==> config.mk <==
export PLATFORM = sky130hd
export DESIGN_NAME = dual_beam_direction_counter_core
export DESIGN_NICKNAME = d
export VERILOG_FILES = /design/src/sv/dbdc_pkg.sv /design/src/sv/dual_beam_direction_counter_core.sv /design/src/sv/dbdc_csr.sv /design/src/sv/dbdc_tracker.sv
export SDC_FILE = /design/constraint.sdc
export NUM_CORES = 1
export LEC_CHECK = 0
export ABC_AREA = 1
export BUFFER_PORTS_ARGS = -buffer_cell sky130_fd_sc_hd__buf_4
export CORE_MARGIN = 5
export CORE_UTILIZATION = 50
export DETAILED_ROUTE_END_ITERATION = 16
export PLACE_DENSITY_LB_ADDON = 0.25
export RECOVER_POWER = 25
export SLEW_MARGIN = 0
export SYNTH_ARGS = -nofsm -noshare
export SYNTH_HDL_FRONTEND = slang
export SYNTH_HIERARCHICAL = 1
export SYNTH_SLANG_ARGS = --single-unit
==> constraint.sdc <==
create_clock -name clock -period 3.38 [get_ports clock]
set_clock_uncertainty 0.1 [all_clocks]
set_input_delay 0.676 -clock clock [delete_from_list [all_inputs] [get_ports clock]]
set_output_delay 0.676 -clock clock [all_outputs]
set_load 0.01 [all_outputs]
==> src/sv/dbdc_pkg.sv <==
// ----------------------------------------------------------------------------
// dbdc_pkg
// Types, codes and constants shared by the two-beam direction counter.
// ----------------------------------------------------------------------------
package dbdc_pkg;

   localparam int unsigned COUNT_WIDTH_DEF = 8;

   localparam logic [7:0]  LIMIT_RESET   = 8'd5;
   localparam logic [15:0] TIMEOUT_RESET = 16'd2000;

   localparam int unsigned CSR_ADDR_WIDTH = 3;
   localparam logic        REG_LIMIT      = 1'b0;
   localparam logic        REG_TIMEOUT    = 1'b1;

   typedef enum logic [1:0] {
      PH_IDLE  = 2'd0,
      PH_OUTER = 2'd1,
      PH_INNER = 2'd2,
      PH_CLEAR = 2'd3
   } phase_type;

   typedef enum logic [1:0] {
      EV_NONE  = 2'd0,
      EV_ENTRY = 2'd1,
      EV_OVER  = 2'd2,
      EV_EXIT  = 2'd3
   } event_type;

   typedef struct packed {
      logic        command;
      logic        beam_a;
      logic        beam_b;
      logic [31:0] now_ms;
      logic [7:0]  preset_count;
   } req_type;

   typedef struct packed {
      logic [7:0] occupancy;
      logic [1:0] pass_event;
      logic       alarm_seen;
   } rsp_type;

   typedef struct packed {
      logic [7:0]  occupancy_limit;
      logic [15:0] pass_timeout_ms;
   } cfg_type;

endpackage

==> src/sv/dual_beam_direction_counter_core.sv <==
// ----------------------------------------------------------------------------
// dual_beam_direction_counter_core
// Two-beam people counter: entry/exit detection with timeout window,
// saturating occupancy count and sticky over-limit alarm.
// ----------------------------------------------------------------------------
//  port group   role              handshake
//  req_*        sample / preset   req_valid, req_stall (driven here)
//  rsp_*        one result/item   rsp_valid, rsp_stall (driven by sink)
//  p*           register access   APB, pready tied high
//
//  Two registers: input register, then result register.
//  One item per cycle sustained while rsp_stall is low; the pass state
//  updates as an item moves from the input register into the result register.
//  Reset clears valids, pass state, count and registers to defaults.
//  A stalled result holds; req_stall rises only when both stages are full.
// ----------------------------------------------------------------------------
module dual_beam_direction_counter_core
   import dbdc_pkg::*;
#(
   parameter int unsigned COUNT_WIDTH = COUNT_WIDTH_DEF
) (
   input  logic                      clock,
   input  logic                      reset,
   input  logic                      req_valid,
   output logic                      req_stall,
   input  req_type                   req_data,
   output logic                      rsp_valid,
   input  logic                      rsp_stall,
   output rsp_type                   rsp_data,
   input  logic                      psel,
   input  logic                      penable,
   input  logic                      pwrite,
   input  logic [CSR_ADDR_WIDTH-1:0] paddr,
   input  logic [31:0]               pwdata,
   output logic [31:0]               prdata,
   output logic                      pready
);

   cfg_type cfg;
   req_type item_ff;
   logic    item_valid_ff, item_valid_in;
   rsp_type result;
   rsp_type rsp_ff;
   logic    rsp_valid_ff, rsp_valid_in;
   logic    advance;
   logic    out_free;

   dbdc_csr u_csr (
      .clock   (clock),
      .reset   (reset),
      .psel    (psel),
      .penable (penable),
      .pwrite  (pwrite),
      .paddr   (paddr),
      .pwdata  (pwdata),
      .prdata  (prdata),
      .pready  (pready),
      .cfg     (cfg)
   );

   dbdc_tracker #(
      .COUNT_WIDTH (COUNT_WIDTH)
   ) u_tracker (
      .clock   (clock),
      .reset   (reset),
      .advance (advance),
      .item    (item_ff),
      .cfg     (cfg),
      .result  (result)
   );

   assign out_free  = !rsp_valid_ff || !rsp_stall;
   assign advance   = item_valid_ff && out_free;
   assign req_stall = item_valid_ff && !out_free;

   always_comb begin
      item_valid_in = item_valid_ff;
      if (!req_stall) begin
         item_valid_in = req_valid;
      end
      rsp_valid_in = rsp_valid_ff;
      if (out_free) begin
         rsp_valid_in = item_valid_ff;
      end
   end

   always_ff @(posedge clock) begin
      if (reset) begin
         item_valid_ff <= 1'b0;
         rsp_valid_ff  <= 1'b0;
      end else begin
         item_valid_ff <= item_valid_in;
         rsp_valid_ff  <= rsp_valid_in;
      end
   end

   always_ff @(posedge clock) begin
      if (req_valid && !req_stall) begin
         item_ff <= req_data;
      end
      if (advance) begin
         rsp_ff <= result;
      end
   end

   assign rsp_valid = rsp_valid_ff;
   assign rsp_data  = rsp_ff;

endmodule

==> src/sv/dbdc_csr.sv <==
// ----------------------------------------------------------------------------
// dbdc_csr
// APB register file: occupancy limit and pass timeout.
// ----------------------------------------------------------------------------
module dbdc_csr
   import dbdc_pkg::*;
(
   input  logic                      clock,
   input  logic                      reset,
   input  logic                      psel,
   input  logic                      penable,
   input  logic                      pwrite,
   input  logic [CSR_ADDR_WIDTH-1:0] paddr,
   input  logic [31:0]               pwdata,
   output logic [31:0]               prdata,
   output logic                      pready,
   output cfg_type                   cfg
);

   logic [7:0]  limit_ff;
   logic [7:0]  limit_in;
   logic [15:0] timeout_ff;
   logic [15:0] timeout_in;
   logic        wr_en;

   assign pready = 1'b1;
   assign wr_en  = psel & penable & pwrite;

   always_comb begin
      limit_in   = limit_ff;
      timeout_in = timeout_ff;
      if (wr_en) begin
         case (paddr[2])
            REG_LIMIT:   limit_in   = pwdata[7:0];
            REG_TIMEOUT: timeout_in = pwdata[15:0];
            default: ;
         endcase
      end
   end

   always_ff @(posedge clock) begin
      if (reset) begin
         limit_ff   <= LIMIT_RESET;
         timeout_ff <= TIMEOUT_RESET;
      end else begin
         limit_ff   <= limit_in;
         timeout_ff <= timeout_in;
      end
   end

   always_comb begin
      case (paddr[2])
         REG_LIMIT:   prdata = {24'd0, limit_ff};
         REG_TIMEOUT: prdata = {16'd0, timeout_ff};
         default:     prdata = 32'd0;
      endcase
   end

   assign cfg.occupancy_limit = limit_ff;
   assign cfg.pass_timeout_ms = timeout_ff;

endmodule

==> src/sv/dbdc_tracker.sv <==
// ----------------------------------------------------------------------------
// dbdc_tracker
// Pass detection state and count; computes one result per item.
// ----------------------------------------------------------------------------
module dbdc_tracker
   import dbdc_pkg::*;
#(
   parameter int unsigned COUNT_WIDTH = COUNT_WIDTH_DEF
) (
   input  logic    clock,
   input  logic    reset,
   input  logic    advance,
   input  req_type item,
   input  cfg_type cfg,
   output rsp_type result
);

   localparam int unsigned WIDE = (COUNT_WIDTH > 8) ? COUNT_WIDTH : 8;
   localparam logic [COUNT_WIDTH-1:0] COUNT_MAX = {COUNT_WIDTH{1'b1}};

   phase_type              phase_ff, phase_in;
   logic [31:0]            start_ff, start_in;
   logic [COUNT_WIDTH-1:0] people_ff, people_in;
   logic                   over_ff, over_in;
   event_type              ev;

   logic [31:0]   elapsed;
   logic          expired;
   logic [WIDE-1:0] preset_w;
   logic [WIDE-1:0] people_w;

   assign elapsed  = item.now_ms - start_ff;
   assign expired  = elapsed > {16'd0, cfg.pass_timeout_ms};
   assign preset_w = WIDE'(item.preset_count);

   always_comb begin
      phase_in  = phase_ff;
      start_in  = start_ff;
      people_in = people_ff;
      over_in   = over_ff;
      ev        = EV_NONE;
      if (item.command) begin
         people_in = (preset_w > WIDE'(COUNT_MAX)) ? COUNT_MAX
                                                  : COUNT_WIDTH'(preset_w);
      end else begin
         case (phase_ff)
            PH_IDLE: begin
               if (item.beam_a) begin
                  start_in = item.now_ms;
                  phase_in = PH_OUTER;
               end else if (item.beam_b) begin
                  start_in = item.now_ms;
                  phase_in = PH_INNER;
               end
            end
            PH_OUTER: begin
               if (expired) begin
                  phase_in = PH_IDLE;
               end else if (item.beam_b) begin
                  if (people_ff != COUNT_MAX) begin
                     people_in = people_ff + 1'b1;
                  end
                  if (WIDE'(people_in) > WIDE'(cfg.occupancy_limit)) begin
                     ev      = EV_OVER;
                     over_in = 1'b1;
                  end else begin
                     ev = EV_ENTRY;
                  end
                  phase_in = PH_CLEAR;
               end
            end
            PH_INNER: begin
               if (expired) begin
                  phase_in = PH_IDLE;
               end else if (item.beam_a) begin
                  if (people_ff != '0) begin
                     people_in = people_ff - 1'b1;
                     ev        = EV_EXIT;
                  end
                  phase_in = PH_CLEAR;
               end
            end
            PH_CLEAR: begin
               if (!item.beam_a && !item.beam_b) begin
                  phase_in = PH_IDLE;
               end
            end
            default: phase_in = PH_IDLE;
         endcase
      end
   end

   always_ff @(posedge clock) begin
      if (reset) begin
         phase_ff  <= PH_IDLE;
         start_ff  <= '0;
         people_ff <= '0;
         over_ff   <= 1'b0;
      end else if (advance) begin
         phase_ff  <= phase_in;
         start_ff  <= start_in;
         people_ff <= people_in;
         over_ff   <= over_in;
      end
   end

   assign people_w          = WIDE'(people_in);
   assign result.occupancy  = people_w[7:0];
   assign result.pass_event = ev;
   assign result.alarm_seen = over_in;

endmodule

After elaboration in Yosys (flattened, before gate mapping)
Cells that the tools add are included.
{"block": "word_totals", "reg_bits": 123, "inputBits": 85, "out_inout_bits": 46, "wordCells": 88}
{"block": "op_classes", "addsub": 3, "order_cmp": 3, "eq_ne": 8, "muxes": 36, "n_bitwise": 4, "n_reduce_logical": 18}
{"op": "2-to-1 mux 8 bit", "count": 12}
{"op": "2-to-1 mux 32 bit", "count": 2}
{"op": "one-hot mux 32 bit (2 select lines)", "count": 1}
{"op": "> comparator 32 x 16 -> 1 bit", "count": 1}
{"op": "subtractor 32 bit", "count": 1}
{"op": "2-to-1 mux 2 bit", "count": 13}
{"op": "one-hot mux 8 bit (2 select lines)", "count": 1}
{"op": "adder 8 x 1 -> 8 bit (second input constant)", "count": 1}
{"op": "> comparator 8 bit", "count": 1}
{"op": "> comparator 8 bit (second input constant)", "count": 1}
{"op": "inequality test 8 bit (second input constant)", "count": 1}
{"op": "one-hot mux 2 bit (4 select lines)", "count": 1}
{"op": "nonzero test 8 bit", "count": 1}
{"op": "subtractor 8 x 1 -> 8 bit (second input constant)", "count": 1}
{"op": "zero test 1 bit", "count": 6}
{"op": "inequality test 3 x 2 -> 1 bit (second input constant)", "count": 2}
{"op": "AND reduction 6 bit", "count": 1}
{"op": "2-to-1 mux 1 bit", "count": 5}
{"op": "== test 2 bit (second input constant)", "count": 2}
{"op": "logical AND 1 bit", "count": 4}
{"op": "one-hot mux 2 bit (2 select lines)", "count": 1}
{"op": "AND reduction 2 bit", "count": 2}
{"op": "AND reduction 4 bit", "count": 1}
{"op": "inequality test 3 bit (second input constant)", "count": 1}
{"op": "7 further kinds", "count": 9}

Logic depth before layout (Yosys ltp)
Gate-level depths: netlist of run 1.
{"block": "logic_depth", "ltp_word": 12, "depth_mapped": 29, "depth_no_buf": 29}

Modules after synthesis
The synthesis of run 1 kept the hierarchy.
{"module": "dbdc_tracker", "n_inst": 1, "cells_per_inst": 1038, "area_each_um2": 5819.3}
{"module": "dual_beam_direction_counter_core", "n_inst": 1, "cells_per_inst": 66, "area_each_um2": 1712.9}
{"module": "dbdc_csr", "n_inst": 1, "cells_per_inst": 202, "area_each_um2": 1282.5}

Worst setup path before layout of run 1
OpenSTA, ideal clock, no wires.
{"block": "synth_path", "kind": "register -> register", "start": "register item_ff[10] (netlist bit)", "end": "register rsp_ff, in the netlist rsp_data[10] (data pin)", "arrival_ns": 3.055, "required_time_ns": 3.026, "slack_ns": -0.029, "stages_incl_launch_ff": 25, "path_buffers": 2, "period_less_slack_ns": 3.409, "path_cell_list": "edfxtp_1 > ha_1 > buf_2 > a21oi_2 > nand2_1 > nand2_1 > nand2_2 > nand2_1 > nand2_2 > xor2_1 > ha_1 > nand2_1 > nor3_1 > nand3_1 > nand2_1 > nand3_1 > nor2_1 > nand2_1 > nor2_4 > buf_4 > nand3_1 > nand3_1 > nand3_1 > nand2_1 > nand2_1"}
{"element": "start: declaration", "line": "dual_beam_direction_counter_core.sv:40", "rtl": "req_type item_ff;"}
{"element": "start signal: assignment", "line": "dual_beam_direction_counter_core.sv:99", "rtl": "item_ff <= req_data;"}
{"element": "end signal: assignment", "line": "dual_beam_direction_counter_core.sv:102", "rtl": "rsp_ff <= result;"}
{"element": "end: declaration", "line": "dual_beam_direction_counter_core.sv:43", "rtl": "rsp_type rsp_ff;"}

==> results.py, run 1 <==
metrics = {
    "status": {
        "status": "complete, but fails checks",
        "failed_checks": "setup timing",
    },
    "timing": {
        "hold_viol_final": 0,
        "setup_viol": 22,
        "fmax_ghz": 0.2630,
        "timing.hold.ws_ps": 349.8,
        "slew_violations": 0,
        "relSlewSlack": 0.3316,
        "setup_ws_ps": -422.2,
        "rsz0062_at_grt": "true",
        "worst_pin_slew_ps": 1002,
        "timing.final.crit_share": 1.125,
        "fin_crit_ps": 3802,
    },
    "logic_synthesis": {
        "ys_ff_latch": 123,
        "yosys_warnings": 6,
        "synth_cell_types": 42,
        "synth_edf_count": 54,
        "synth.cell_area_sq_um": 8815,
        "synthCells": 1306,
        "seq_area_frac_synth": 0.3407,
        "synthTopCellsByArea": "edfxtp_1 18%, nand2_1 17%, dfxtp_1 16%",
        "synthArstFlopShare": 0,
        "yosys.area.top_type": "edfxtp_1",
        "avgSynthCellArea_sq_um": 6.749,
        "ys_top_cells_by_count": "388 x nand2_1, 228 x inv_1, 113 x nand3_1",
        "synth_ff_type": "dfxtp_1",
        "yosysMostFrequentCell": "nand2_1",
        "synth_top_area_frac": 0.1840,
    },
    "floorplanning": {
        "coreArea_sq_um": 17300,
        "dieArea_sq_um": 20380,
        "start_util": 0.5096,
        "ios": 131,
        "rows": 48,
        "die_w_microns": 142.8,
        "die_height_microns": 142.8,
    },
    "grt": {
        "grt_max_degree": 37,
        "grtUsageTotal": 0.2315,
        "antenna_found_initial": 0,
        "grt-busiest-layer": "met2",
        "use_met2": 0.4105,
        "use_met1": 0.2753,
        "grt_pass1_vias": 8121,
        "met3_usage": 0.05492,
        "overflow": 0,
        "grt_pass1_wl_microns": 37990,
    },
    "clock_network": {
        "cts_buffers": 17,
        "cts_root_buf": "clkbuf_16",
        "htreeDepth": 4,
        "worst_skew_pair.late_latency_ps": 420,
        "clock-sinks": 123,
        "clk_pin_slew_worst_paths_ps": 60,
        "cts.path.max_buffers": 2,
        "cts_tree": "done",
    },
    "placed_design": {
        "portBuffers": 95,
        "placedCellCount": 1673,
        "hpwlAfterDp_microns": 17380,
        "gp_congestion": 0.9599,
    },
    "detailed_routing": {
        "drt_iter0_drc": 500,
        "drtAntennaViolNets": 0,
        "dr.pass1.iters": 7,
        "post_drt_wl_per_cell_microns": 13.80,
        "via_per_inst": 5.041,
        "wirelength_microns": 23680,
        "route.detailed.drc": 0,
        "vias": 8651,
    },
    "job": {
        "maxCapViolations": 0,
    },
    "power_and_ir_drop": {
        "seqPwrFrac": 0.343,
        "swShare": 0.3060,
        "power.internal_mw": 3.422,
        "p_leak_nw": 5.709,
        "ir_drop_mv": 0.3300,
        "power.switching_mw": 1.509,
        "powerDensity_nw_per_um2": 429.5,
        "clockPowerShare": 0.392,
        "p_comb_frac": 0.265,
        "p_total_mw": 4.930,
    },
    "layout": {
        "final-instance-count-excl-fill": 1716,
        "area_delta_synth_final_pct": 30.22,
        "nFillCells": 1511,
        "n_antenna_cell": 0,
        "nets": 1626,
        "drive_above_1_share": 0.2334,
    },
    "setup_path": {
        "worst-path-max-fanout": 8,
        "path_class": "reg -> reg",
        "setup.worst_path.start_class": "flip-flop",
        "crit_arrival_ps": 3870,
        "required_ps": 3450,
        "cp-end-kind": "flip-flop",
    },
    "worst_hold_path": {
        "hold_class": "in -> reg",
    },
}
-- per-layer routing --
layer	up-vias	routed length (microns)
met5	-	0
met1	3915	9759
met3	42	1541
met4	0	569
li1	4431	-
met2	263	11810
-- cell families (layout without fill, tap and decap cells) --
family	Yosys count	count (layout)	share of synthesized area
XOR/XNOR	22	22	0.02186
AO/OA/AOI/OAI	155	155	0.09283
adder cells (fa/ha/maj)	63	63	0.09028
buffers and inverters	288	458	0.1348
other	2	17	0.0008520
flip-flops	123	123	0.3407
AND/OR/NAND/NOR	653	653	0.3187
-- final timing paths --
kind	from	to	slack [ps]	cells after the start
hold / removal	req_data[23]	item_ff[23]	350	1
setup / recovery	item_ff[17]	rsp_data[5]	-420	26
setup reg to reg	item_ff[17]	rsp_data[5]	-420	26
hold reg to reg	u_tracker/start_ff[29]	u_tracker/start_ff[29]	360	2
-- power groups by stage --
stage | clock (mW) | sequential [mW] | combinational (mW)
after global routing | 2.07 | 1.70 | 1.46
final | 1.93 | 1.69 | 1.30
after floorplan | 0 | 1.70 | 0.753
after global placement | 0 | 1.72 | 1.12
after detailed placement | 0 | 1.72 | 1.14
after CTS | 1.97 | 1.69 | 1.24
-- critical path: stages, from the launching register on --
cell and delay (ps):
edfxtp_1 430, ha_4 280, buf_6 130, nand2_2 70, nand2_2 60, inv_1 60, nand2_2 50, buf_4 130
inv_2 60, nand3_4 80, xor2_2 200, ha_1 300, nand4_1 110, nor3_2 240, nand3_1 120, nand2_2 100
nand3_2 80, nor2_4 100, nand2_2 80, nor2_4 150, buf_12 130, buf_16 120, nand3_1 60, nand3_1 70
nand3_1 80, nand2_1 90, nand2_1 60
-- placed cells by master (no fill, tap or decap), types with 12 or more instances in the layout --
master,instances
buf_4,136
nand2_2,35
ha_1,48
xor2_1,13
nor2_2,13
nand3_1,98
nor2_1,80
clkbuf_4,43
clkbuf_16,17
o21ai_0,57
nand3_2,19
dfxtp_1,69
edfxtp_1,54
nand4_1,12
ha_4,14
inv_1,223
a21oi_1,76
conb_1,17
nand2_1,359
-- stage by stage --
stage	cell area, sq um	setup WS, ps	setup TNS (ps)	utilization
after global routing	11480	-626.5	-12730	0.6636
after global placement	10210	-533.3	-10720	0.5904
after CTS	11310	-374.0	-7321	0.6537
final	11480	-422.2	-8551	0.6636
after floorplan	8880	2.596	0	-
after detailed placement	10210	-554.3	-11240	0.5904
-- what timing repair did --
item / in CTS / in global routing
setup endpoints to repair: 22 / 22
resized for setup: 72 / 36
hold buffers: 0 / 0
gates cloned: 1 / 0
pin swaps: 52 / 25
buffers inserted: 8 / 3
-- cell type report --
type	instances	area [sq um]	area share
clock buffer	18	429.2	0.03739
sequential	123	3003	0.2616
timing repair buffer	186	1465	0.1276
clock inverter	14	195.2	0.01700
tap	225	281.5	0.02453
multi-input combinational	910	5201	0.4531
inverter	240	903.4	0.07870
-- state kept, by name, summed over array words and instances (netlist names) --
| signal | count |
|---|---|
| item_ff | 43 |
| item_valid_ff | 1 |
| rsp_data | 11 |
| rsp_valid | 1 |
| u_csr/limit_ff | 8 |
| u_csr/timeout_ff | 16 |
| u_tracker/over_ff | 1 |
| u_tracker/people_ff | 8 |
| u_tracker/phase_ff | 2 |
| u_tracker/start_ff | 32 |
No activity file was read; power rests on OpenSTA's default activity.
==> run 2: changes to the inputs <==
CORE_UTILIZATION = 30   (was 50)
TNS_END_PERCENT = 1   (was not set)
==> run 2 against run 1 <==
Critical endpoint is now rsp_data[6]. Design area rose by 1.8%. Sequential share of layout area fell by 0.45 points. Worst setup slack better by 46 ps. Count of clock-buffer cells in the layout decreased by 1. Critical path depth decreased by 1. Core utilization decreased by 26 points. Register-to-register slack gained 50 ps. The flow still finishes with violations (setup timing). First-iteration DRC count shrank 14%. Power decreased by 0.34%. Routed wire length is 4.7% higher. Via count is 2.5% lower. Sequential power about the same.
==> results.py, run 2 (same netlist as run 1, synthesis figures left out) <==
metrics = {
    "detailed_routing": {
        "wirelength_microns": 24790,
        "vias": 8435,
        "drt_iter0_drc": 428,
        "via_per_inst": 4.489,
        "dr.pass1.iters": 5,
        "route.detailed.drc": 0,
        "post_drt_wl_per_cell_microns": 13.19,
        "drtAntennaViolNets": 0,
    },
    "layout": {
        "area_delta_synth_final_pct": 32.52,
        "reg_top3": "item_ff: 43 flops, u_tracker/start_ff: 32 flops, u_csr/timeout_ff: 16 flops",
        "fin_area_sq_um": 11680,
        "nets": 1630,
        "largest_reg_flops": 43,
        "layout_commonest_cell": "nand2_1",
        "regMostFlops": "item_ff",
        "drive_above_1_share": 0.2421,
        "final_cell_mix": "352 x nand2_1, 224 x inv_1, 140 x buf_4, 94 x nand3_1, 82 x nor2_1",
        "nFillCells": 3058,
        "n_antenna_cell": 0,
    },
    "clock_network": {
        "clk_pin_slew_worst_paths_ps": 60,
        "clock-sinks": 123,
        "worst_skew_pair.late_latency_ps": 420,
        "htreeDepth": 4,
        "cts_buffers": 17,
        "cts_root_buf": "clkbuf_16",
        "cts.path.max_buffers": 2,
        "cts_tree": "done",
        "cts_hold_buffers": 0,
    },
    "setup_path": {
        "worst-path-max-fanout": 8,
        "crit_arrival_ps": 3830,
        "cp-end-kind": "flip-flop",
        "crit_start": "item_ff[20]",
        "setup.worst_path.start_class": "flip-flop",
        "path_class": "reg -> reg",
        "required_ps": 3460,
        "timing.rr.start": "item_ff[20]",
        "crit_end": "rsp_data[6]",
        "ff2ff_path_depth": 25,
        "rr_endpoint": "rsp_data[6]",
        "r2r_setup_slack_ps": -380,
    },
    "timing": {
        "timing.hold.ws_ps": 346.8,
        "fmax_ghz": 0.2662,
        "setup_ws_ps": -376.0,
        "fin_crit_ps": 3756,
        "fin_tns_setup_ps": -6898,
        "rsz0062_at_grt": "true",
        "setup_viol": 22,
        "relSlewSlack": 0.4763,
        "timing.final.crit_share": 1.111,
        "hold_viol_final": 0,
        "slew_violations": 0,
        "worst_pin_slew_ps": 784.7,
    },
    "floorplanning": {
        "die_height_microns": 181.4,
        "dieArea_sq_um": 32910,
        "die_w_microns": 181.4,
        "start_util": 0.3055,
        "coreArea_sq_um": 28860,
        "rows": 62,
        "ios": 131,
    },
    "power_and_ir_drop": {
        "ir_drop_mv": 0.3171,
        "p_leak_nw": 5.717,
        "powerDensity_nw_per_um2": 420.6,
    },
    "job": {
        "maxCapViolations": 0,
    },
    "grt": {
        "grt_pass1_vias": 8120,
        "grt_max_degree": 60,
        "grtUsageTotal": 0.1480,
        "antenna_found_initial": 0,
        "grt_pass1_wl_microns": 40010,
        "overflow": 0,
    },
    "placed_design": {
        "gp_congestion": 0.8652,
        "placed_cell_area_sq_um": 10480,
        "portBuffers": 95,
        "hpwlAfterDp_microns": 18810,
    },
    "status": {
        "failed_checks": "setup timing",
        "status": "complete, but fails checks",
    },
    "worst_hold_path": {
        "hold_class": "in -> reg",
    },
}
run 2: cell types whose count changed in the layout (fill, tap and decap cells not counted), moves of 3 or more:
cell,change
nand3_2,+5
inv_6,+3
xor2_2,+3
nand2_2,+9
buf_4,+4
nand2_1,-7
nand3_1,-4
run 2: worst min-delay path by stage:
| stage | start | to | cells past startpoint |
|---|---|---|---|
| floorplan | u_tracker/start_ff[10] | u_tracker/start_ff[10] | 2 |
| global placement | u_tracker/start_ff[16] | u_tracker/start_ff[16] | 2 |
| detailed placement | u_tracker/start_ff[18] | u_tracker/start_ff[18] | 2 |
| CTS | req_data[17] | item_ff[17] | 1 |
| global route | req_data[31] | item_ff[31] | 1 |
| finish | req_data[17] | item_ff[17] | 1 |
run 2: per-stage QoR:
| step | cells | worst slack (ps) | util | power (mW) |
|---|---|---|---|---|
| finish | 1879 | -376.0 | 0.4048 | 4.913 |
| global route | 1879 | -605.3 | 0.4048 | 5.203 |
| CTS | 1877 | -319.0 | 0.3976 | 4.913 |
| detailed placement | 1840 | -442.5 | 0.3633 | 2.879 |
| global placement | 1840 | -470.1 | 0.3633 | 2.868 |
| floorplan | 1321 | 2.596 | - | 2.456 |
run 2: cell type report:
class	count	area (sq um)	area share
Multi-Input combinational cell	910	5185	0.4439
Sequential cell	123	3003	0.2571
Timing Repair Buffer	190	1496	0.1281
Inverter	240	903.4	0.07734
Tap cell	384	480.5	0.04113
Clock buffer	17	425.4	0.03642
Clock inverter	15	187.7	0.01607
run 2: worst max-delay path, cell delays in order (launching register included):
cell      delay (ps)
edfxtp_1         430
ha_4             280
buf_6            130
nand2_2           50
nand2_2           70
nand2_2           60
nand2_2           80
a21oi_2          120
nand2_2           80
xor2_2           160
ha_1             340
nand2_2          110
nor3_4           200
nand3_1          120
nand2_2          110
nand3_2           60
nor2_1           100
nand2_1           90
nor2_4           170
buf_12           120
buf_16           120
nand3_2           60
nand3_1           70
nand3_1          110
nand2_1          110
nand2_1           50
run 2: power by group:
part | switching, mW | internal, mW
clock network | 0.764 | 1.17
registers | 0.0506 | 1.64
logic | 0.748 | 0.539
total | 1.56 | 3.35
run 2: repair_timing:
item,CTS,global route
resized for setup,55,55
buffers inserted,4,2
pin swaps,42,42
setup endpoints to repair,22,22
gates cloned,1,0
run 2: per-layer routing:
metal	GRT usage	wire, microns
met2	0.2665	12330
met3	0.02521	836
met1	0.1859	11290
met4	0.03212	326
met5	0	0
